===== src/rtl/lrukv_pkg.sv =====
`default_nettype none
// ----------------------------------------------------------------------------
// LRU key/value cache package
// Sizes, types and codes shared by the cache, its register block and its
// request and response interfaces.
// ----------------------------------------------------------------------------
package lrukv_pkg;

	localparam int CAPACITY   = 8;
	localparam int KEY_BITS   = 32;
	localparam int VALUE_BITS = 32;

	localparam int FIELD_BITS = 32;
	localparam int IDX_BITS   = (CAPACITY > 1) ? $clog2(CAPACITY) : 1;
	localparam int AGE_BITS   = IDX_BITS;
	localparam int FILL_BITS  = $clog2(CAPACITY + 1);
	localparam int CFG_BITS   = 4;
	localparam int PADDR_BITS = 3;
	localparam int PDATA_BITS = 32;

	typedef logic signed [FIELD_BITS-1:0] field_t;
	typedef logic        [KEY_BITS-1:0]   skey_t;
	typedef logic signed [VALUE_BITS-1:0] svalue_t;
	typedef logic        [IDX_BITS-1:0]   idx_t;
	typedef logic        [AGE_BITS-1:0]   age_t;
	typedef logic        [FILL_BITS-1:0]  fill_t;
	typedef logic        [CFG_BITS-1:0]   cfg_t;
	typedef logic        [PADDR_BITS-1:0] paddr_t;
	typedef logic        [PDATA_BITS-1:0] pdata_t;
	typedef logic        [PADDR_BITS-3:0] reg_idx_t;

	localparam logic     REQ_GET = 1'b0;
	localparam logic     REQ_PUT = 1'b1;

	localparam reg_idx_t REG_CAPACITY   = reg_idx_t'(0);
	localparam cfg_t     CAPACITY_RESET = cfg_t'(8);

	localparam field_t   MISS_VALUE = field_t'(-1);

endpackage

`default_nettype wire


===== src/rtl/lrukv_if.sv =====
`default_nettype none
// ----------------------------------------------------------------------------
// LRU key/value cache channels
// Request and response channels with a valid/ready handshake.
// ----------------------------------------------------------------------------
interface lrukv_req_if;
	logic                   valid;
	logic                   ready;
	logic                   req_type;
	lrukv_pkg::field_t      key;
	lrukv_pkg::field_t      put_value;

	modport source (output valid, output req_type, output key, output put_value, input ready);
	modport sink   (input valid, input req_type, input key, input put_value, output ready);
endinterface

interface lrukv_rsp_if;
	logic                   valid;
	logic                   ready;
	logic                   hit;
	lrukv_pkg::field_t      read_value;
	logic                   evicted;

	modport source (output valid, output hit, output read_value, output evicted, input ready);
	modport sink   (input valid, input hit, input read_value, input evicted, output ready);
endinterface

`default_nettype wire


===== src/rtl/lrukv_apb_regs.sv =====
`default_nettype none
// ----------------------------------------------------------------------------
// LRU key/value cache register block
// APB-style write and read of the capacity register, and the clamped
// capacity that the store uses.
// ----------------------------------------------------------------------------
module lrukv_apb_regs (
	input  wire logic              clk,
	input  wire logic              arst_n,
	input  wire logic              psel,
	input  wire logic              penable,
	input  wire logic              pwrite,
	input  wire lrukv_pkg::paddr_t paddr,
	input  wire lrukv_pkg::pdata_t pwdata,
	output lrukv_pkg::pdata_t      prdata,
	output logic                   pready,
	output lrukv_pkg::fill_t       capacity_used
);
	import lrukv_pkg::*;

	cfg_t     capacity_q;
	reg_idx_t reg_idx;
	logic     wr_en;

	assign reg_idx = paddr[PADDR_BITS-1:2];
	assign wr_en   = psel && penable && pwrite && pready;
	assign pready  = 1'b1;

	always_ff @(posedge clk or negedge arst_n) begin
		if (!arst_n) begin
			capacity_q <= CAPACITY_RESET;
		end else if (wr_en && (reg_idx == REG_CAPACITY)) begin
			capacity_q <= pwdata[CFG_BITS-1:0];
		end
	end

	always_comb begin
		if (reg_idx == REG_CAPACITY) begin
			prdata = PDATA_BITS'(capacity_q);
		end else begin
			prdata = '0;
		end
	end

	always_comb begin
		if (capacity_q == '0) begin
			capacity_used = fill_t'(1);
		end else if (int'(capacity_q) > CAPACITY) begin
			capacity_used = fill_t'(CAPACITY);
		end else begin
			capacity_used = fill_t'(capacity_q);
		end
	end

endmodule

`default_nettype wire


===== src/rtl/lru_key_value_cache.sv =====
`default_nettype none
// ----------------------------------------------------------------------------
// LRU key/value cache
// Fully associative key/value store with least-recently-used replacement.
// ----------------------------------------------------------------------------
// A request is held in the input register, and its response is registered
// after a single pass of key compare and age update between the input and
// response registers. One request per cycle is taken while the response
// register is empty or being taken; a stalled response holds req.ready low.
// Reset empties the store and sets the capacity register to 8.
// ----------------------------------------------------------------------------
module lru_key_value_cache (
	input  wire logic              clk,
	input  wire logic              arst_n,
	lrukv_req_if.sink              req,
	lrukv_rsp_if.source            rsp,
	input  wire logic              psel,
	input  wire logic              penable,
	input  wire logic              pwrite,
	input  wire lrukv_pkg::paddr_t paddr,
	input  wire lrukv_pkg::pdata_t pwdata,
	output lrukv_pkg::pdata_t      prdata,
	output logic                   pready
);
	import lrukv_pkg::*;

	fill_t   capacity_used;

	logic    valid_s1;
	logic    req_type_s1;
	skey_t   key_s1;
	svalue_t put_value_s1;

	skey_t   keys_q   [CAPACITY];
	svalue_t values_q [CAPACITY];
	logic    [CAPACITY-1:0] entry_valid_q;
	age_t    age_q    [CAPACITY];
	fill_t   fill_q;

	logic    rsp_valid_q;
	logic    hit_q;
	field_t  read_value_q;
	logic    evicted_q;

	logic    advance;

	logic    any_hit;
	idx_t    hit_idx;
	age_t    hit_age;
	logic    lru_found;
	idx_t    lru_idx;
	age_t    lru_age;
	logic    evict_now;
	logic    [CAPACITY-1:0] valid_kept;
	logic    slot_found;
	idx_t    slot_idx;

	logic    [CAPACITY-1:0] entry_valid_d;
	age_t    age_d [CAPACITY];
	fill_t   fill_d;
	logic    wr_key;
	logic    wr_value;
	idx_t    wr_idx;

	lrukv_apb_regs u_regs (
		.clk           (clk),
		.arst_n        (arst_n),
		.psel          (psel),
		.penable       (penable),
		.pwrite        (pwrite),
		.paddr         (paddr),
		.pwdata        (pwdata),
		.prdata        (prdata),
		.pready        (pready),
		.capacity_used (capacity_used)
	);

	assign advance   = valid_s1 && (!rsp_valid_q || rsp.ready);
	assign req.ready = !valid_s1 || advance;

	always_ff @(posedge clk or negedge arst_n) begin
		if (!arst_n) begin
			valid_s1 <= 1'b0;
		end else if (req.ready) begin
			valid_s1 <= req.valid;
		end
	end

	always_ff @(posedge clk) begin
		if (req.valid && req.ready) begin
			req_type_s1  <= req.req_type;
			key_s1       <= KEY_BITS'(req.key);
			put_value_s1 <= VALUE_BITS'(req.put_value);
		end
	end

	always_comb begin
		any_hit = 1'b0;
		hit_idx = '0;
		for (int i = 0; i < CAPACITY; i++) begin
			if (!any_hit && entry_valid_q[i] && (keys_q[i] == key_s1)) begin
				any_hit = 1'b1;
				hit_idx = idx_t'(i);
			end
		end
		hit_age = age_q[hit_idx];
	end

	always_comb begin
		lru_found = 1'b0;
		lru_idx   = '0;
		lru_age   = '0;
		for (int i = 0; i < CAPACITY; i++) begin
			if (entry_valid_q[i] && (!lru_found || (age_q[i] > lru_age))) begin
				lru_found = 1'b1;
				lru_idx   = idx_t'(i);
				lru_age   = age_q[i];
			end
		end
	end

	assign evict_now = (req_type_s1 == REQ_PUT) && !any_hit && (fill_q >= capacity_used)
		&& lru_found;

	always_comb begin
		valid_kept = entry_valid_q;
		if (evict_now) begin
			valid_kept[lru_idx] = 1'b0;
		end
		slot_found = 1'b0;
		slot_idx   = '0;
		for (int i = 0; i < CAPACITY; i++) begin
			if (!slot_found && !valid_kept[i]) begin
				slot_found = 1'b1;
				slot_idx   = idx_t'(i);
			end
		end
	end

	always_comb begin
		entry_valid_d = entry_valid_q;
		age_d         = age_q;
		fill_d        = fill_q;
		wr_key        = 1'b0;
		wr_value      = 1'b0;
		wr_idx        = hit_idx;
		if (advance) begin
			if (any_hit) begin
				for (int j = 0; j < CAPACITY; j++) begin
					if (entry_valid_q[j] && (age_q[j] < hit_age)) begin
						age_d[j] = age_q[j] + age_t'(1);
					end
				end
				age_d[hit_idx] = '0;
				wr_value       = (req_type_s1 == REQ_PUT);
			end else if (req_type_s1 == REQ_PUT) begin
				entry_valid_d = valid_kept;
				for (int j = 0; j < CAPACITY; j++) begin
					if (valid_kept[j]) begin
						age_d[j] = age_q[j] + age_t'(1);
					end
				end
				if (evict_now && (fill_q != '0)) begin
					fill_d = fill_q - fill_t'(1);
				end
				if (slot_found) begin
					entry_valid_d[slot_idx] = 1'b1;
					age_d[slot_idx]         = '0;
					fill_d                  = fill_d + fill_t'(1);
					wr_key                  = 1'b1;
					wr_value                = 1'b1;
					wr_idx                  = slot_idx;
				end
			end
		end
	end

	always_ff @(posedge clk or negedge arst_n) begin
		if (!arst_n) begin
			entry_valid_q <= '0;
			fill_q        <= '0;
			for (int i = 0; i < CAPACITY; i++) begin
				age_q[i] <= '0;
			end
		end else begin
			entry_valid_q <= entry_valid_d;
			fill_q        <= fill_d;
			age_q         <= age_d;
		end
	end

	always_ff @(posedge clk) begin
		if (wr_key) begin
			keys_q[wr_idx] <= key_s1;
		end
		if (wr_value) begin
			values_q[wr_idx] <= put_value_s1;
		end
	end

	always_ff @(posedge clk or negedge arst_n) begin
		if (!arst_n) begin
			rsp_valid_q <= 1'b0;
		end else if (advance) begin
			rsp_valid_q <= 1'b1;
		end else if (rsp.ready) begin
			rsp_valid_q <= 1'b0;
		end
	end

	always_ff @(posedge clk) begin
		if (advance) begin
			hit_q     <= any_hit;
			evicted_q <= evict_now;
			if ((req_type_s1 == REQ_GET) && any_hit) begin
				read_value_q <= FIELD_BITS'(values_q[hit_idx]);
			end else begin
				read_value_q <= MISS_VALUE;
			end
		end
	end

	assign rsp.valid      = rsp_valid_q;
	assign rsp.hit        = hit_q;
	assign rsp.read_value = read_value_q;
	assign rsp.evicted    = evicted_q;

	// The fill count always matches the number of valid entries.
	a_fill_matches_valid: assert property (@(posedge clk) disable iff (!arst_n)
		$countones(entry_valid_q) == int'(fill_q))
		else $error("fill count differs from the number of valid entries");

	// A request that evicts an entry cannot also have hit.
	a_evict_not_hit: assert property (@(posedge clk) disable iff (!arst_n)
		rsp.valid |-> !(rsp.hit && rsp.evicted))
		else $error("response shows both hit and eviction");

	// A miss always returns minus one.
	a_miss_value: assert property (@(posedge clk) disable iff (!arst_n)
		(rsp.valid && !rsp.hit) |-> (rsp.read_value == MISS_VALUE))
		else $error("miss response carries a stored value");

	// A put of a new key never leaves the store smaller than it was.
	a_put_keeps_fill: assert property (@(posedge clk) disable iff (!arst_n)
		(advance && (req_type_s1 == REQ_PUT) && !any_hit) |=> (fill_q >= $past(fill_q)))
		else $error("put of a new key reduced the fill count");

	// A get leaves the set of valid entries unchanged.
	a_get_keeps_valid: assert property (@(posedge clk) disable iff (!arst_n)
		(advance && (req_type_s1 == REQ_GET)) |=> $stable(entry_valid_q))
		else $error("get request changed the valid entries");

endmodule

`default_nettype wire

===== src/flat_wrapper.sv =====
// flat-port wrapper written by rule: the top's interface ports become plain ports
module lru_key_value_cache_flat import lrukv_pkg::*;
  (clk, arst_n, psel, penable, pwrite, paddr, pwdata, prdata, pready, req_valid, req_req_type, req_key, req_put_value, req_ready, rsp_valid, rsp_hit, rsp_read_value, rsp_evicted, rsp_ready);
  lrukv_req_if req_i ();
  lrukv_rsp_if rsp_i ();
  input  wire logic clk;
  input  wire logic arst_n;
  input  wire logic psel;
  input  wire logic penable;
  input  wire logic pwrite;
  input  wire lrukv_pkg::paddr_t paddr;
  input  wire lrukv_pkg::pdata_t pwdata;
  output lrukv_pkg::pdata_t prdata;
  output logic pready;
  input wire logic [$bits(req_i.valid)-1:0] req_valid;
  input wire logic [$bits(req_i.req_type)-1:0] req_req_type;
  input wire logic [$bits(req_i.key)-1:0] req_key;
  input wire logic [$bits(req_i.put_value)-1:0] req_put_value;
  output wire logic [$bits(req_i.ready)-1:0] req_ready;
  output wire logic [$bits(rsp_i.valid)-1:0] rsp_valid;
  output wire logic [$bits(rsp_i.hit)-1:0] rsp_hit;
  output wire logic [$bits(rsp_i.read_value)-1:0] rsp_read_value;
  output wire logic [$bits(rsp_i.evicted)-1:0] rsp_evicted;
  input wire logic [$bits(rsp_i.ready)-1:0] rsp_ready;
  assign req_i.valid = req_valid;
  assign req_i.req_type = req_req_type;
  assign req_i.key = req_key;
  assign req_i.put_value = req_put_value;
  assign req_ready = req_i.ready;
  assign rsp_valid = rsp_i.valid;
  assign rsp_hit = rsp_i.hit;
  assign rsp_read_value = rsp_i.read_value;
  assign rsp_evicted = rsp_i.evicted;
  assign rsp_i.ready = rsp_ready;
  lru_key_value_cache u_core (.clk(clk), .arst_n(arst_n), .req(req_i), .rsp(rsp_i), .psel(psel), .penable(penable), .pwrite(pwrite), .paddr(paddr), .pwdata(pwdata), .prdata(prdata), .pready(pready));
endmodule

===== config.mk =====
export PLATFORM = sky130hd
export DESIGN_NAME = lru_key_value_cache_flat
export DESIGN_NICKNAME = d
export VERILOG_FILES = /design/src/rtl/lrukv_pkg.sv /design/src/rtl/lrukv_if.sv /design/src/rtl/lrukv_apb_regs.sv /design/src/rtl/lru_key_value_cache.sv /design/src/flat_wrapper.sv
export SDC_FILE = /design/constraint.sdc
export NUM_CORES = 1
export LEC_CHECK = 0
export BUFFER_PORTS_ARGS = -buffer_cell sky130_fd_sc_hd__buf_2
export CAP_MARGIN = 20
export CORE_ASPECT_RATIO = 0.7
export CORE_MARGIN = 1
export CORE_UTILIZATION = 45
export DETAILED_ROUTE_END_ITERATION = 8
export GPL_TIMING_DRIVEN = 0
export SLEW_MARGIN = 30
export SYNTH_ARGS = -nofsm -noshare
export SYNTH_HDL_FRONTEND = slang
export SYNTH_SLANG_ARGS = --single-unit

===== constraint.sdc =====
create_clock -name clk -period 16.2 [get_ports clk]
set_input_delay 0.81 -clock clk [delete_from_list [all_inputs] [get_ports clk]]
set_output_delay 0.81 -clock clk [all_outputs]
set_load 0.05 [all_outputs]

After elaboration in Yosys (flattened, before gate mapping)
Memory sizes are Yosys's and may differ from the RTL's. A register that Yosys moved wholly into a read port is not among the register bits.
Index checks and enable logic that the tools add are counted.
- shift operators: 0
- multiplexer cells: 148
- bitwise gates (word level): 12
- $mul: 0
- $lt $le $gt $ge: 25
- add/subtract/negate cells: 10
- divide/modulo/power cells: 0
- reductions and logical operators: 97
- equality and inequality tests: 8
- operators by type and width (operator ; count):
    == test 32 bit ; 8
    2-to-1 mux 3 bit ; 85
    2-to-1 mux 24 bit ; 3
    logical AND 1 bit ; 51
    AND 24 bit ; 2
    NOT 24 bit ; 2
    2-to-1 mux 1 bit ; 41
    2-to-1 mux 4 bit ; 8
    zero test 1 bit ; 31
    adder 3 x 1 -> 3 bit, second input constant ; 8
    < comparator 3 bit ; 8
    greater-than comparator 3 bit ; 7
    demux 3 bit (select 3 bit) ; 2
    2-to-1 mux 8 bit ; 2
    binary-select mux 3 bit (select 3 bit) ; 1
    logical OR 1 bit ; 9
    AND 8 bit ; 1
    greater-or-equal comparator 4 bit, second input constant ; 2
    < comparator 3 x 4 -> 1 bit, second input constant ; 2
    < comparator 4 x 1 -> 1 bit, second input constant ; 2
    2-to-1 mux 2 bit ; 4
    NOT 3 -> 4 bit ; 2
    NOT 8 bit ; 1
    OR 8 bit ; 1
    other kinds (12) ; 17
- memories kept: 2
- bits in read-only memories: 0
- bits in latches: 0
- output and inout bits: 69
- register bits: 109
- RAM bits: 512
- logic and storage cells: 320
- memories (memory ; words ; width ; rd ports ; clocked after memory_dff ; write ports ; RTL line ; source):
    u_core.keys_q ; 8 ; 32 ; 8 ; 0 ; 1 ; lru_key_value_cache.sv:34 ; skey_t keys_q [CAPACITY];
    u_core.values_q ; 8 ; 32 ; 1 ; 1 ; 1 ; lru_key_value_cache.sv:35 ; svalue_t values_q [CAPACITY];

Longest topological paths before layout
Gate-level depths: netlist (run 1).
An unclocked memory read counts as a cell.
- depth after elaboration: 68
- depth in mapped cells: 59

Cells and area by module
A second synthesis (run 1) with hierarchy kept.
- cells, all modules: 2055
- area, all modules: 29047.9 um^2
- modules (own cells, without submodules) (module ; sequential area each (um^2) ; area each (um^2) ; cells each ; times used):
    lru_key_value_cache ; 19298.5 ; 28587.4 ; 2006 ; 1
    lrukv_apb_regs ; 101.3 ; 460.4 ; 49 ; 1

Worst setup path after synthesis (run 1)
OpenSTA, ideal clock, no wires.
- path kind: reg-to-reg
- start: register u_core.entry_valid_q[0]
- end: memory u_core.keys_q[2][0] (netlist name), enable pin
- data arrival time: 11746 ps
- data required time: 15779 ps
- setup time: 421 ps
- period minus slack after synthesis: 12167 ps
- stages on the path, launching flop included: 56
- path slack: 4033 ps
- path through: dfrtp_1 > clkbuf_1 > nand2_1 > ha_1 > nor2b_1 > o21a_1 > o311a_1 > mux2i_1 > inv_1 > ha_1 > nor2b_1 > o21ai_0 > a32oi_1 > o21ai_1 > nor2_1 > a21oi_1 > inv_1 > ha_1 > (+20 left out) > nor2b_1 > o21ai_0 > a32oi_1 > o21ai_1 > o21ai_0 > ha_1 > nor2b_1 > o21ai_0 > a32oi_1 > a21oi_1 > nand2b_1 > or3b_2 > o21a_1 > and4b_1 > a211oi_2 > mux2i_1 > or2_1 > nor2_1
- longest elaborated chain between the ends: 63
- elaborated cells on any way between the ends: 144
- classes of those cells: 9 x order compare; 65 x mux; 2 x bitwise; 68 x reduce/logical
- ends and longest elaborated chain (what ; RTL line ; source):
    start: declaration ; lru_key_value_cache.sv:36 ; logic [CAPACITY-1:0] entry_valid_q;
    start signal: assignment ; lru_key_value_cache.sv:186 ; entry_valid_q <= entry_valid_d;
    2-to-1 mux 3 bit or 2-to-1 mux 1 bit (tied branches) ; lru_key_value_cache.sv:114 ; if (entry_valid_q[i] && (!lru_found || (age_q[i] > lru_age))) begin
    greater-than comparator 3 bit or zero test 1 bit (tied branches) ; lru_key_value_cache.sv:114 ;
    logical OR 1 bit ; lru_key_value_cache.sv:114 ;
    logical AND 1 bit ; lru_key_value_cache.sv:114 ;
    2-to-1 mux 3 bit or 2-to-1 mux 1 bit (tied branches) ; lru_key_value_cache.sv:114 ;
    greater-than comparator 3 bit or zero test 1 bit (tied branches) ; lru_key_value_cache.sv:114 ;
    logical OR 1 bit ; lru_key_value_cache.sv:114 ;
    logical AND 1 bit ; lru_key_value_cache.sv:114 ;
    (+47 left out) ; n/a ;
    logical AND 1 bit ; lru_key_value_cache.sv:133 ; if (!slot_found && !valid_kept[i]) begin
    2-to-1 mux 1 bit ; lru_key_value_cache.sv:133 ;
    2-to-1 mux 1 bit ; lru_key_value_cache.sv:166 ; if (slot_found) begin
    2-to-1 mux 1 bit ; lru_key_value_cache.sv:156 ; end else if (req_type_s1 == REQ_PUT) begin
    2-to-1 mux 1 bit ; lru_key_value_cache.sv:148 ; if (any_hit) begin
    2-to-1 mux 1 bit ; lru_key_value_cache.sv:147 ; if (advance) begin
    2-to-1 mux 1 bit ; lru_key_value_cache.sv:193 ; if (wr_key) begin
    2-to-1 mux 1 bit (not written as such) ; lru_key_value_cache.sv:194 ; keys_q[wr_idx] <= key_s1;
    end: declaration ; lru_key_value_cache.sv:34 ;
Parallel ways exist; a longest one is shown, timed or not.

Final worst setup path (run 1)
- start: register u_core.entry_valid_q[0]
- end: memory u_core.keys_q[2][22] (netlist name), enable pin
The elaborated chain is that of the path after synthesis.

==> summary by stage, run 1 <==
Pwr
The peak supply drop is 0.000212 V. The ratio of total power to cell area is roughly 180 nW/µm². The static leakage power is approximately 11 nW.

Synth
The count of flip-flops with a built-in enable after synthesis is just over 600. Yosys attributes the largest share of cell area to sky130_fd_sc_hd__edfxtp_1 63%, sky130_fd_sc_hd__xnor2_1 5.1%, sky130_fd_sc_hd__dfrtp_1 3.5%. The fraction of post-synthesis cell area in the top cell type by area is 0.632.

The dominant cell by count in the synthesized netlist is sky130_fd_sc_hd__edfxtp_1. The count of synthesis-stage warnings from yosys is 0. The proportion of synthesized flip-flops having asynchronous set or reset is 0.0643. The synthesized flop and latch total is 653. The number of cells produced by synthesis is 2094. The cell type with the highest aggregate area in the netlist is sky130_fd_sc_hd__edfxtp_1. The count of distinct cell types in the synthesized netlist is 91.

The sequential-to-total area share from yosys stat is 0.668. The cell area after technology mapping is 29000 µm². The most used flip-flop cell after synthesis is sky130_fd_sc_hd__edfxtp_1. Counting instances in the post-synthesis netlist gives the leading cell types as 611 x sky130_fd_sc_hd__edfxtp_1, 170 x sky130_fd_sc_hd__xnor2_1, 144 x sky130_fd_sc_hd__nand2_1, 79 x sky130_fd_sc_hd__xor2_1, 77 x sky130_fd_sc_hd__nor2_1.

A synthesized cell averages 13.9 µm².

Placement
At the end of routability-driven placement, the weighted congestion stood at 0.965. The quantity of I/O buffers inserted on ports is between 100 and 150. The final HPWL from detailed placement is 64600 µm. The number of instances in the placed design is 3095.

Run status
The flow ran to the end, and the final reports show no timing, DRC or antenna violations.

STA
Setup repair after global routing left no endpoint under its margin. The count of final setup violators is 0. Of the available clock period, the critical path in the final layout requires 0.924.

The smallest hold slack is 0.187 ns. The worst-case clock skew is just under 0.05 ns. The achievable clock frequency is 0.0668 GHz.

The number of hold violations in the final report was 0. The worst relative slew slack is 0.308. The actual transition at the worst max-transition pin is roughly 1 ns. The max-slew violation total from the final report is 0. The routed design could run at a clock period as short as about 15 ns.

Floorplanning
From left edge to right edge, the die measures 306 µm. The vertical die dimension is 215 µm. The number of placement rows is between 70 and 80.

176 I/O pins were placed. The core area is 63500 µm². The die covers between 60000 and 70000 µm².

The starting density of the core is 0.457.

Routing
In the routed layout, each cell is associated on average with a via count of 5.94. The final route contains 19100 vias. The post-route antenna net violation count is 0. For this run, the detailed router's first-pass iteration total came to 5. For this block, the routed nets add up to 87700 µm of wire. In this run, the number of DRC markers left after iteration 0 of detailed routing was 2405. The remaining design rule violation count is 0.

In the final routed layout, each cell accounts on average for ~27 µm.

Worst setup path
The number of cells on the critical path is 56. STA classifies the critical path endpoint as a flip-flop. The worst register-to-register path begins at u_core.entry_valid_q[0]. The critical path contains buffers and inverters numbering 6 combined. STA puts the critical path data required time at 16.57 ns. The kind of launch point of the worst setup path is a flip-flop.

Of all nets on the critical path, the largest fanout is 21. The family with the most delay on the worst path is compound AO/OA/AOI/OAI gates. The worst path arrival time is 15.34 ns. The start point of the critical path is u_core.entry_valid_q[0].

The number of cells on the worst reg-to-reg path is 56. The kind of critical path is reg -> reg. The slowest stage of the critical path belongs to the cell sky130_fd_sc_hd__clkbuf_1.

For this run, the slowest stage of the critical path takes 0.64 ns.

Clock network
The H-tree generated during clock tree synthesis spans 2 levels. Clock tree synthesis inserted a total of 61 buffers. The source-to-sink clock delay at the later pin of the worst-skew pair is approximately 0.69 ns.

The number of gates resized after cts is 0. The clock edge transition at the registers on the reported setup and hold paths is 0.07 ns. The clock drives 653 sinks.

The number of buffers inserted by post-CTS setup repair is 0. TritonCTS built the clock tree. The clock tree root buffer cell is sky130_fd_sc_hd__clkbuf_16. Buffers inserted to repair hold after CTS numbered 0. The number of buffers between clock root and the deepest sink is 3.

Cells and area
The utilization after layout is 0.531. The post-synthesis to final-layout area growth is 16.0%. The count of antenna diodes in the layout is 0. The ratio of cells with drive above 1 in the final layout is 0.154. The count of non-filler cells in the finished layout is ~3200. The number of fill cells is 5195. After the last flow step, the layout net total stands at 2487.

Global routing
The pin count of the biggest net entering global routing is 43. The first-pass GRT wire length is 127000 µm. For met2 alone, demand over resource in global routing was 0.358.

The via count of the first global-routing pass came to 18100. After global routing, the most crowded layer is met1. In the global route stage, met1 resource usage came out at 0.442. The total routing resource utilization after global routing is 0.268. For met3 alone, demand over resource in global routing was 0.0568. The number of antenna violations at the first check in global routing is 1. The sum of overflow across all layers after global routing is 0.

Flow run
The max-cap violation count is 0.

Min path
In this run the worst hold path is classified as in -> async.
[flip-flops by register name (all words and copies together) (netlist names)]
| signal | flops |
|---|---|
| u_core.req_type_s1 | 1 |
| u_core.valid_s1 | 1 |
| u_core.rsp.hit | 1 |
| u_core.rsp.evicted | 1 |
| u_core.put_value_s1 | 32 |
| u_core.age_q | 24 |
| u_core.keys_q | 256 |
| u_core.fill_q | 4 |
| u_core.rsp.valid | 1 |
| u_core.u_regs.capacity_q | 4 |
| u_core.entry_valid_q | 8 |
| u_core.rsp.read_value | 32 |
| u_core.key_s1 | 32 |
| u_core.values_q | 256 |
[layer usage]
layer	part of all wire	vias up	wire, µm
met2	0.40	937	34800
met5	0	-	0
met4	0.012	0	1050
li1	-	8435	-
met3	0.10	73	9160
met1	0.49	9606	42700
[cell usage in the layout, fill, tap and decap left out, types with 35 or more instances in the layout]
cell type	synthesis	layout
sky130_fd_sc_hd__edfxtp_1	611	611
sky130_fd_sc_hd__xnor2_1	170	170
sky130_fd_sc_hd__nand2_1	144	144
sky130_fd_sc_hd__buf_2	27	143
sky130_fd_sc_hd__xor2_1	79	79
sky130_fd_sc_hd__nand4_1	76	76
sky130_fd_sc_hd__nand3_1	65	65
sky130_fd_sc_hd__inv_1	61	61
sky130_fd_sc_hd__clkbuf_16	0	61
sky130_fd_sc_hd__nor2_1	77	60
sky130_fd_sc_hd__clkbuf_1	47	57
sky130_fd_sc_hd__a21oi_1	57	57
sky130_fd_sc_hd__nand2b_1	54	54
sky130_fd_sc_hd__ha_1	51	51
sky130_fd_sc_hd__nor4_1	48	48
sky130_fd_sc_hd__o21ai_0	45	45
sky130_fd_sc_hd__dfrtp_1	41	41
sky130_fd_sc_hd__o221ai_1	35	35
sky130_fd_sc_hd__a22oi_1	35	35
[where the power goes]
part / total (W) / switching [W] / internal (W)
Combinational: 0.00228 / 0.00146 / 0.000823
Sequential: 0.00228 / 0.000154 / 0.00212
Clock: 0.00146 / 0.000662 / 0.000798
Total: 0.00602 / 0.00227 / 0.00374
[final timing paths]
kind | end | slack (ns)
min | u_core.age_q[21] | 0.19
min in group clk | u_core.put_value_s1[28] | 0.30
max | u_core.keys_q[2][22] | 1.23
max in group asynchronous | u_core.age_q[16] | 15.57
max reg2reg | u_core.keys_q[2][22] | 1.23
min reg2reg | u_core.rsp.valid | 0.48
[logic make-up (layout without fill, tap and decap cells)]
| family | count (synthesis) | after routing | synth area share |
|---|---|---|---|
| DFF | 653 | 653 | 0.668 |
| and+or+nand+nor | 592 | 592 | 0.109 |
| AOI/OAI and AO/OA | 343 | 343 | 0.0849 |
| xor gates and xnor gates | 249 | 249 | 0.0751 |
| buffers and inverters | 176 | 435 | 0.0301 |
| adders and majority gates | 51 | 51 | 0.0220 |
| muxes | 28 | 28 | 0.0105 |
| other | 2 | 29 | 0.000259 |
[cell type report]
cell class / instances / area [µm²] / share of cell area
Tap cell: 829 / 1040 / 0.0308
Clock inverter: 38 / 409 / 0.0121
Buffer: 114 / 646 / 0.0192
Clock buffer: 76 / 1620 / 0.0482
Inverter: 62 / 233 / 0.00691
Timing Repair Buffer: 145 / 1320 / 0.0391
Multi-Input combinational cell: 1292 / 9030 / 0.268
Sequential cell: 653 / 19400 / 0.576
[through the flow]
step                setup WS [ns]  instance area [µm²]  total power, W  TNS, ns
finish                       1.23                33700         0.00602        0
global route                0.373                33700         0.00635        0
CTS                          1.60                33700         0.00599        0
detailed placement           1.61                31700         0.00453        0
global placement           -0.478                30800         0.00437   -34.20
floorplan                    4.03                29100         0.00375        0
Note: power is estimated with default switching activity, not from simulation.
==> inputs of run 2 (changes only) <==
--- a/config.mk
+++ b/config.mk
@@ -12,7 +12,9 @@
 export CORE_UTILIZATION = 45
 export DETAILED_ROUTE_END_ITERATION = 8
 export GPL_TIMING_DRIVEN = 0
+export RECOVER_POWER = 25
 export SLEW_MARGIN = 30
 export SYNTH_ARGS = -nofsm -noshare
 export SYNTH_HDL_FRONTEND = slang
+export SYNTH_HIERARCHICAL = 1
 export SYNTH_SLANG_ARGS = --single-unit
==> summary by stage, run 2 <==
Worst setup path
The critical path runs through a total of 54 cells. The worst register-to-register path ends at u_core/values_q[6][25]. The buffer and inverter count on the worst path is 7.

The master of the slowest instance on the critical path is sky130_fd_sc_hd__o31ai_2. The element type at the critical path end is a flip-flop. The kind of launch point of the worst setup path is a flip-flop. The register-to-register setup slack is 0.91 ns.

The maximum single-stage delay on the critical path is 0.69 ns. The startpoint of the lowest-slack register-to-register path is u_core/entry_valid_q[0]. Data on the critical path arrives at its endpoint at 15.66 ns. Counting cells, the worst reg-to-reg path comes to 54. Data on the critical path is required at its endpoint by 16.57 ns. The kind of critical path is reg -> reg. The family with the most delay on the worst path is compound AO/OA/AOI/OAI gates.

Along the worst path, the maximum fanout reaches 10.

Clock network
The number of clock buffers added by TritonCTS is 61. The number of gates resized after cts is 0. Buffers inserted to repair hold after CTS numbered 0.

After clock tree synthesis, the setup repair step added 0 buffers. The number of buffers between clock root and the deepest sink is 3. The clock tree from TritonCTS is done. The clock tree root buffer cell is sky130_fd_sc_hd__clkbuf_16. After clock tree synthesis, the clock-pin slew on the worst setup and hold paths is 0.07 ns. The number of clock sinks is 653.

The source-to-sink clock delay at the later pin of the worst-skew pair is between 0.6 and 0.7 ns. The level count of the clock H-tree is 2.

Flow run
Across the run, the number of max-cap violations was 1.

Floorplanning
The core area is 63500 µm². For this design the top-level I/O count stands at 176. The die boundary width is 306 µm.

Measured along the y axis, the die boundary spans about 210 µm. The floorplan step defined a die boundary enclosing 65600 µm². The floorplan has 77 rows.

The starting density of the core is 0.458.

Cells and area
Relative to the synthesized area, the layout overhead comes to 16.0%. The cell area after layout is 33700 µm². The utilization after layout is 0.531. The library cell used most frequently in the layout, excluding fill and tap cells, is sky130_fd_sc_hd__edfxtp_1. The ratio of cells with drive above 1 in the final layout is 0.177. The largest registers in the layout are u_core/keys_q x256, u_core/values_q x256.

The library cells used most frequently in the layout, excluding fill and tap cells, are 611 x sky130_fd_sc_hd__edfxtp_1, 174 x sky130_fd_sc_hd__xor2_1, 131 x sky130_fd_sc_hd__buf_2. The number of nets in the layout is 2478.

Global routing
The via count of the first global-routing pass is 18300. The sum of overflow across all layers after global routing is 0. The number of antenna violations at the first check in global routing is 3.

The pin count of the biggest net entering global routing is 43. The first global-routing pass estimated about 130000 µm of wire. For this run, the total global-route usage over all layers was measured as 0.275.

STA
The clock arrives with between 0.02 and 0.03 ns of skew. The number of hold violations in the final report was 0. The smallest hold slack is 0.320 ns. Setup repair after global routing left no endpoint under its margin. The final period utilization is 0.944. Headroom to the max-slew limit came out at -0.884. For the pin with the worst max-slew slack, the measured transition is 2.83 ns.

Derived from the worst setup path, the maximum achievable clock frequency is 0.0654 GHz. The max-slew violation total from the final report was 43. The count of final setup violators is 0. The minimum clock period after layout is 15.29 ns.

Routing
The average routed wire per standard cell is about 28 µm. After detailed routing, the number of remaining DRC violations is 0. The count of nets left with antenna violations once routing finished came out at 0.

The first detailed-routing pass took 6 iterations. The iteration-0 DRC count of the detailed router is 2581. The wire length after detailed routing is 91000 µm.

The average vias per placed instance is 6.04. The total via count in the routed design is 19300.

Pwr
The sequential group share of total power is 0.392. The total power draw is 0.00574 W. For this design the total switching power over the nets is 0.00217 W. The peak supply drop is 0.000227 V. The ratio of total power to cell area is between 150 and 200 nW/µm². The share of total power dissipated in the clock network is 0.252. Of the total power, the share spent switching nets is 0.378.

The static leakage power is 11.4 nW. Cell internal power was estimated by the tool at 0.00357 W. The part of the power in combinational logic is 0.356.

Placement
Routability-driven placement finished with a final weighted congestion of between 0.9 and 1. The placed standard-cell area is between 30000 and 40000 µm². The final HPWL from detailed placement is between 60000 and 70000 µm. The count of buffers added on input and output ports is ~120.

Min path
The hold path depth is 1. The worst hold path class is in -> reg. The worst min-delay path endpoint is u_core/key_s1[30]. The worst hold path begins at req_key[30].

Synth
In the synthesized netlist the dominant register cell turns out to be sky130_fd_sc_hd__edfxtp_1. The proportion of synthesized flip-flops having asynchronous set or reset is 0.0643. The count of flip-flops with a built-in enable after synthesis is between 600 and 700.

Dividing the synthesized area by the synthesized cell count gives 14.1 µm². For this run, the register share of the synthesized area comes to 0.668. Counting flops and latches in the post-synthesis netlist gives 653. Synthesis instantiated 95 different standard cells from the library. The Yosys step of the flow raised 6 warnings. sky130_fd_sc_hd__edfxtp_1 is the most common cell in the netlist. Of the total synthesized cell area, the portion taken by full adders, half adders and majority gates is 0.0220.

The main combinational cell family by area after synthesis is simple AND/OR/NAND/NOR gates. The area fraction in compound gates after synthesis is 0.0896. By count the netlist is led by 611 x sky130_fd_sc_hd__edfxtp_1, 175 x sky130_fd_sc_hd__xor2_1, 112 x sky130_fd_sc_hd__nand2_1, 79 x sky130_fd_sc_hd__nor4_1, 77 x sky130_fd_sc_hd__xnor2_1. The share of cell area taken by muxes after synthesis is 0.0101.

The cell area after technology mapping is approximately 29000 µm². In the post-synthesis netlist, the biggest area contributors are sky130_fd_sc_hd__edfxtp_1 63%, sky130_fd_sc_hd__xor2_1 5.3%, sky130_fd_sc_hd__dfrtp_1 3.5%. Of the post-synthesis cell area, the dominant cell type holds 0.632.

Of the total synthesized cell area, the portion taken by AND, OR, NAND and NOR gates is 0.101. Of all cell types, the one taking the most synthesized area is sky130_fd_sc_hd__edfxtp_1. Synthesis produced a netlist whose cell count is 2055. Of the total synthesized cell area, the portion taken by XOR and XNOR cells is 0.0771.

Run status
The run finished, with violations left. The checks that failed: max-capacitance violations, max-slew violations.
-- run 2: cell types whose count changed after synthesis, sizes merged, moves of 23 or more --
cell    before  now
xnor2      170   79
nand2b      55   28
a221oi      33    3
nor4        49   83
a222oi       1   34
nand2      145  112
xor2        79  175
nor2        78   55
-- run 2: logic make-up (layout without fill, tap and decap cells) --
group,Yosys count,count (layout)
compound gates,354,354
xor+xnor,254,254
fa+ha+maj,51,51
buf+inv,180,470
flops,653,653
mux,27,27
other cells,2,30
simple gates,534,534
-- run 2: worst reg2reg max path: cells and delay by family (launching register included) --
kind / cells / cell delay, ns
compound gates: 23 / 5.44
simple gates: 11 / 2.39
mux: 6 / 2.38
fa+ha+maj: 7 / 2.09
buf+inv: 7 / 2.07
flops: 1 / 0.65
-- run 2: per-stage QoR --
stage               std cells  setup TNS (ns)  setup slack [ns]
floorplan                2082               0              2.21
global placement         3027        -1169.83             -3.39
detailed placement       3086               0             0.697
CTS                      3201               0             0.685
global route             3201               0            0.0397
finish                   3202               0             0.910
-- run 2: metal layers --
layer  share of wire  vias up  GRT usage
li1                -     8495          -
met1            0.48     9777      0.456
met2            0.39      993      0.356
met3            0.12       77     0.0741
met4           0.012        0     0.0451
met5               0        -          0
-- run 2: layout make-up --
| class | instances | area (µm²) |
|---|---|---|
| multi-input cells | 1249 | 9040 |
| inverters | 61 | 229 |
| repair buffers | 175 | 1290 |
| diodes | 1 | 2.50 |
| plain buffers | 119 | 694 |
| well taps | 829 | 1040 |
| fillers | 5249 | 29800 |
| clock buffers | 66 | 1550 |
| flip-flops and latches | 653 | 19400 |
| clock inverters | 49 | 467 |
-- run 2: power groups by stage --
| stage | logic, W | clock network, W | registers, W |
|---|---|---|---|
| floorplan | 0.00124 | 0 | 0.00224 |
| global placement | 0.00181 | 0 | 0.00230 |
| detailed placement | 0.00195 | 0 | 0.00228 |
| CTS | 0.00196 | 0.00147 | 0.00225 |
| global route | 0.00221 | 0.00154 | 0.00227 |
| finish | 0.00204 | 0.00145 | 0.00225 |
-- run 2: worst max-delay path by stage --
stage	slack, ns	endpoint	start
after CTS	0.68	u_core/values_q[6][25]	u_core/entry_valid_q[0]
after floorplan	2.21	u_core/values_q[0][0]	u_core/entry_valid_q[0]
after global placement	-3.39	u_core/values_q[0][19]	u_core/entry_valid_q[0]
final	0.91	u_core/values_q[6][25]	u_core/entry_valid_q[0]
after global routing	0.04	u_core/values_q[6][25]	u_core/entry_valid_q[0]
after detailed placement	0.70	u_core/values_q[6][29]	u_core/entry_valid_q[0]
==> inputs of run 3 (changes only) <==
==> constraint.sdc (replaced) <==
create_clock -name clk -period 16.2 [get_ports clk]
set_input_delay 2.43 -clock clk [delete_from_list [all_inputs] [get_ports clk]]
set_output_delay 2.43 -clock clk [all_outputs]
set_load 0.05 [all_outputs]
==> summary by stage, run 3 (same netlist as run 2, synthesis figures left out) <==
Pwr
The switching share of power is 0.377. For this design the ratio of total power to cell area is 170 nW/µm². The total power draw is 0.00574 W. The share of total power dissipated in the clock network is 0.253. The power dissipated by switching net loads is 0.00217 W. The peak supply drop is 0.000225 V. The sequential group share of total power is 0.392. The share of total power dissipated in combinational logic is 0.355.

The total internal power is 0.00357 W. For this design the static power due to leakage is 11.5 nW.

Worst setup path
The master of the slowest instance on the critical path is sky130_fd_sc_hd__dfrtp_1. On the worst path, the slowest cell contributes a delay of ~0.65 ns. The number of cell instances on the worst register-to-register path is 55. The element type at the critical path end is a flip-flop. The kind of launch point of the worst setup path is a flip-flop.

Across all register-to-register paths, the minimum setup slack is 0.97 ns. The cell type with the highest occurrence count on the critical path is sky130_fd_sc_hd__o21ai_0. The startpoint identified for the worst register-to-register timing path is u_core/entry_valid_q[0]. The critical path is of the reg -> reg type. In this run the worst path has a maximum fanout of 10. The worst path arrival time is 15.60 ns.

The reg-to-reg endpoint is u_core/values_q[6][25]. The required arrival time at the worst endpoint is approximately 17 ns.

Cells and area
The post-synthesis to final-layout area growth is 16.1%. The number of nets in the layout is between 2000 and 2500. In the final layout, the share of cells above drive strength 1 is 0.179. In the layout the commonest cells are 611 x sky130_fd_sc_hd__edfxtp_1, 174 x sky130_fd_sc_hd__xor2_1, 135 x sky130_fd_sc_hd__buf_2.

The count of non-filler cells in the finished layout is between 3000 and 4000. Leaving out fill and tap cells, the most frequent cell in the layout is sky130_fd_sc_hd__edfxtp_1. The largest registers in the layout are u_core/keys_q x256, u_core/values_q x256.

Placement
The number of placed instances, taps included, is 3086. The quantity of I/O buffers inserted on ports is approximately 120. Routability-driven placement finished with a final weighted congestion of ~1. The post-placement setup slack is ~0.70 ns. The final HPWL from detailed placement is 67800 µm.

Floorplanning
The overall die area is around 66000 µm². The die is 306 µm wide. The starting density of the core is 0.458. Pin placement for this block handled 176 I/O pins. After floorplanning, the core was divided into between 70 and 80 placement rows. The core area is 63500 µm².

The die is 215 µm tall.

Clock network
The total of hold buffers inserted after clock tree synthesis is 0. The number of gates resized after cts is 0. The number of clock buffers added by TritonCTS is 61. The number of clock sinks is 653.

The clock tree from TritonCTS is done. Counting along the longest clock path gives a buffer depth of 3. The source-to-sink clock delay at the later pin of the worst-skew pair is 0.67 ns. The level count of the clock H-tree is 2. The clock tree root buffer cell is sky130_fd_sc_hd__clkbuf_16. After clock tree synthesis, the setup repair step added 0 buffers. Clock-pin slew was measured on the worst setup and hold paths at 0.07 ns.

Global routing
The first-pass GRT wire length is 130000 µm. The sum of overflow across all layers after global routing is 0. The via count of the first global-routing pass was 18300.

The number of antenna violations at the first check in global routing was 3. In the global route stage, overall resource usage came out at 0.275. The pin count of the biggest net entering global routing is 43.

STA
At the pin with the least slew margin, the transition time is 0.951 ns. Setup repair after global routing left no endpoint under its margin. The minimum clock period after layout is 15.23 ns.

The number of hold violations in the final report is 0. The max-slew violation total from the final report is 0. In this run the tightest slew margin relative to its limit is 0.366. The post-layout worst setup margin is 0.971 ns. Between clock sinks in the finished design, the worst skew comes to 0.0281 ns. The count of final setup violators is 0. Based on the critical path, the design can be clocked at up to 0.0657 GHz. In the finished design, the share of the clock period the worst path needs comes to 0.940.

Min path
The start point of the worst hold path is u_core/valid_s1. The worst hold path class is reg -> reg. The worst hold path terminates at u_core/rsp.valid. The hold path depth is 1.

Run status
The run finished with clean final reports.

Routing
The iteration-0 DRC count of the detailed router is 2651. The routed layout has 19400 vias. Summed over all layers, the routed wires come to 90900 µm. After detailed routing, the number of remaining DRC violations is 0. The average routed wire per standard cell is 28.4 µm. The post-route antenna net violation count is 0. The average vias per placed instance is 6.05.

The number of iterations in the first detailed-routing pass is 6.

Flow run
Max-cap violations in this run came to 0.
-- run 3: cell types whose count changed in the layout (fill, tap and decap cells not counted) --
cell	before	now
sky130_fd_sc_hd__clkbuf_1	55	50
sky130_fd_sc_hd__buf_4	84	85
sky130_fd_sc_hd__buf_2	131	135
-- run 3: metrics by stage --
stage | TNS, ns | util | hold slack (ns) | cell area, µm²
after floorplan | 0 | - | 0.449 | 29100
after global placement | -1169.83 | 0.485 | 0.459 | 30800
after detailed placement | 0 | 0.499 | 0.468 | 31700
after CTS | 0 | 0.530 | 0.485 | 33700
after global routing | 0 | 0.531 | 0.513 | 33700
final | 0 | 0.531 | 0.477 | 33700
-- run 3: final cells by class --
type / instances / area, µm²
Antenna cell: 1 / 2.50
Clock inverter: 49 / 467
Sequential cell: 653 / 19400
Tap cell: 829 / 1040
Multi-Input combinational cell: 1249 / 9040
Fill cell: 5249 / 29800
Inverter: 61 / 229
Buffer: 119 / 694
Clock buffer: 66 / 1550
Timing Repair Buffer: 175 / 1300
-- run 3: how the worst max path moves through the flow --
stage	start	end	slack, ns	depth (start not counted)
after floorplan	u_core/entry_valid_q[0]	u_core/values_q[0][0]	2.21	52
after global placement	u_core/entry_valid_q[0]	u_core/values_q[0][19]	-3.39	51
after detailed placement	u_core/entry_valid_q[0]	u_core/values_q[6][29]	0.70	55
after CTS	u_core/entry_valid_q[0]	u_core/values_q[6][25]	0.68	55
after global routing	u_core/entry_valid_q[0]	u_core/values_q[6][25]	0.04	55
final	u_core/entry_valid_q[0]	u_core/values_q[6][25]	0.97	55
-- run 3: per-layer routing --
layer	up-vias	wire [µm]	GRT usage
met5	-	0	0
met4	0	1070	0.0451
met3	77	10900	0.0741
met2	1025	35100	0.356
met1	9758	43900	0.456
li1	8500	-	-
-- run 3: worst max-delay path, delay by kind of cell, from the launching register on --
kind	cells	cell delay, ns
flops	1	0.65
simple gates	11	2.43
compound gates	24	5.33
mux	6	2.38
buf+inv	7	2.02
fa+ha+maj	7	2.09
-- run 3: power groups by stage --
stage | clock (W) | sequential [W] | combinational, W
after floorplan | 0 | 0.00224 | 0.00124
after global placement | 0 | 0.00230 | 0.00181
after detailed placement | 0 | 0.00228 | 0.00195
after CTS | 0.00147 | 0.00225 | 0.00196
after global routing | 0.00154 | 0.00227 | 0.00221
final | 0.00145 | 0.00225 | 0.00204
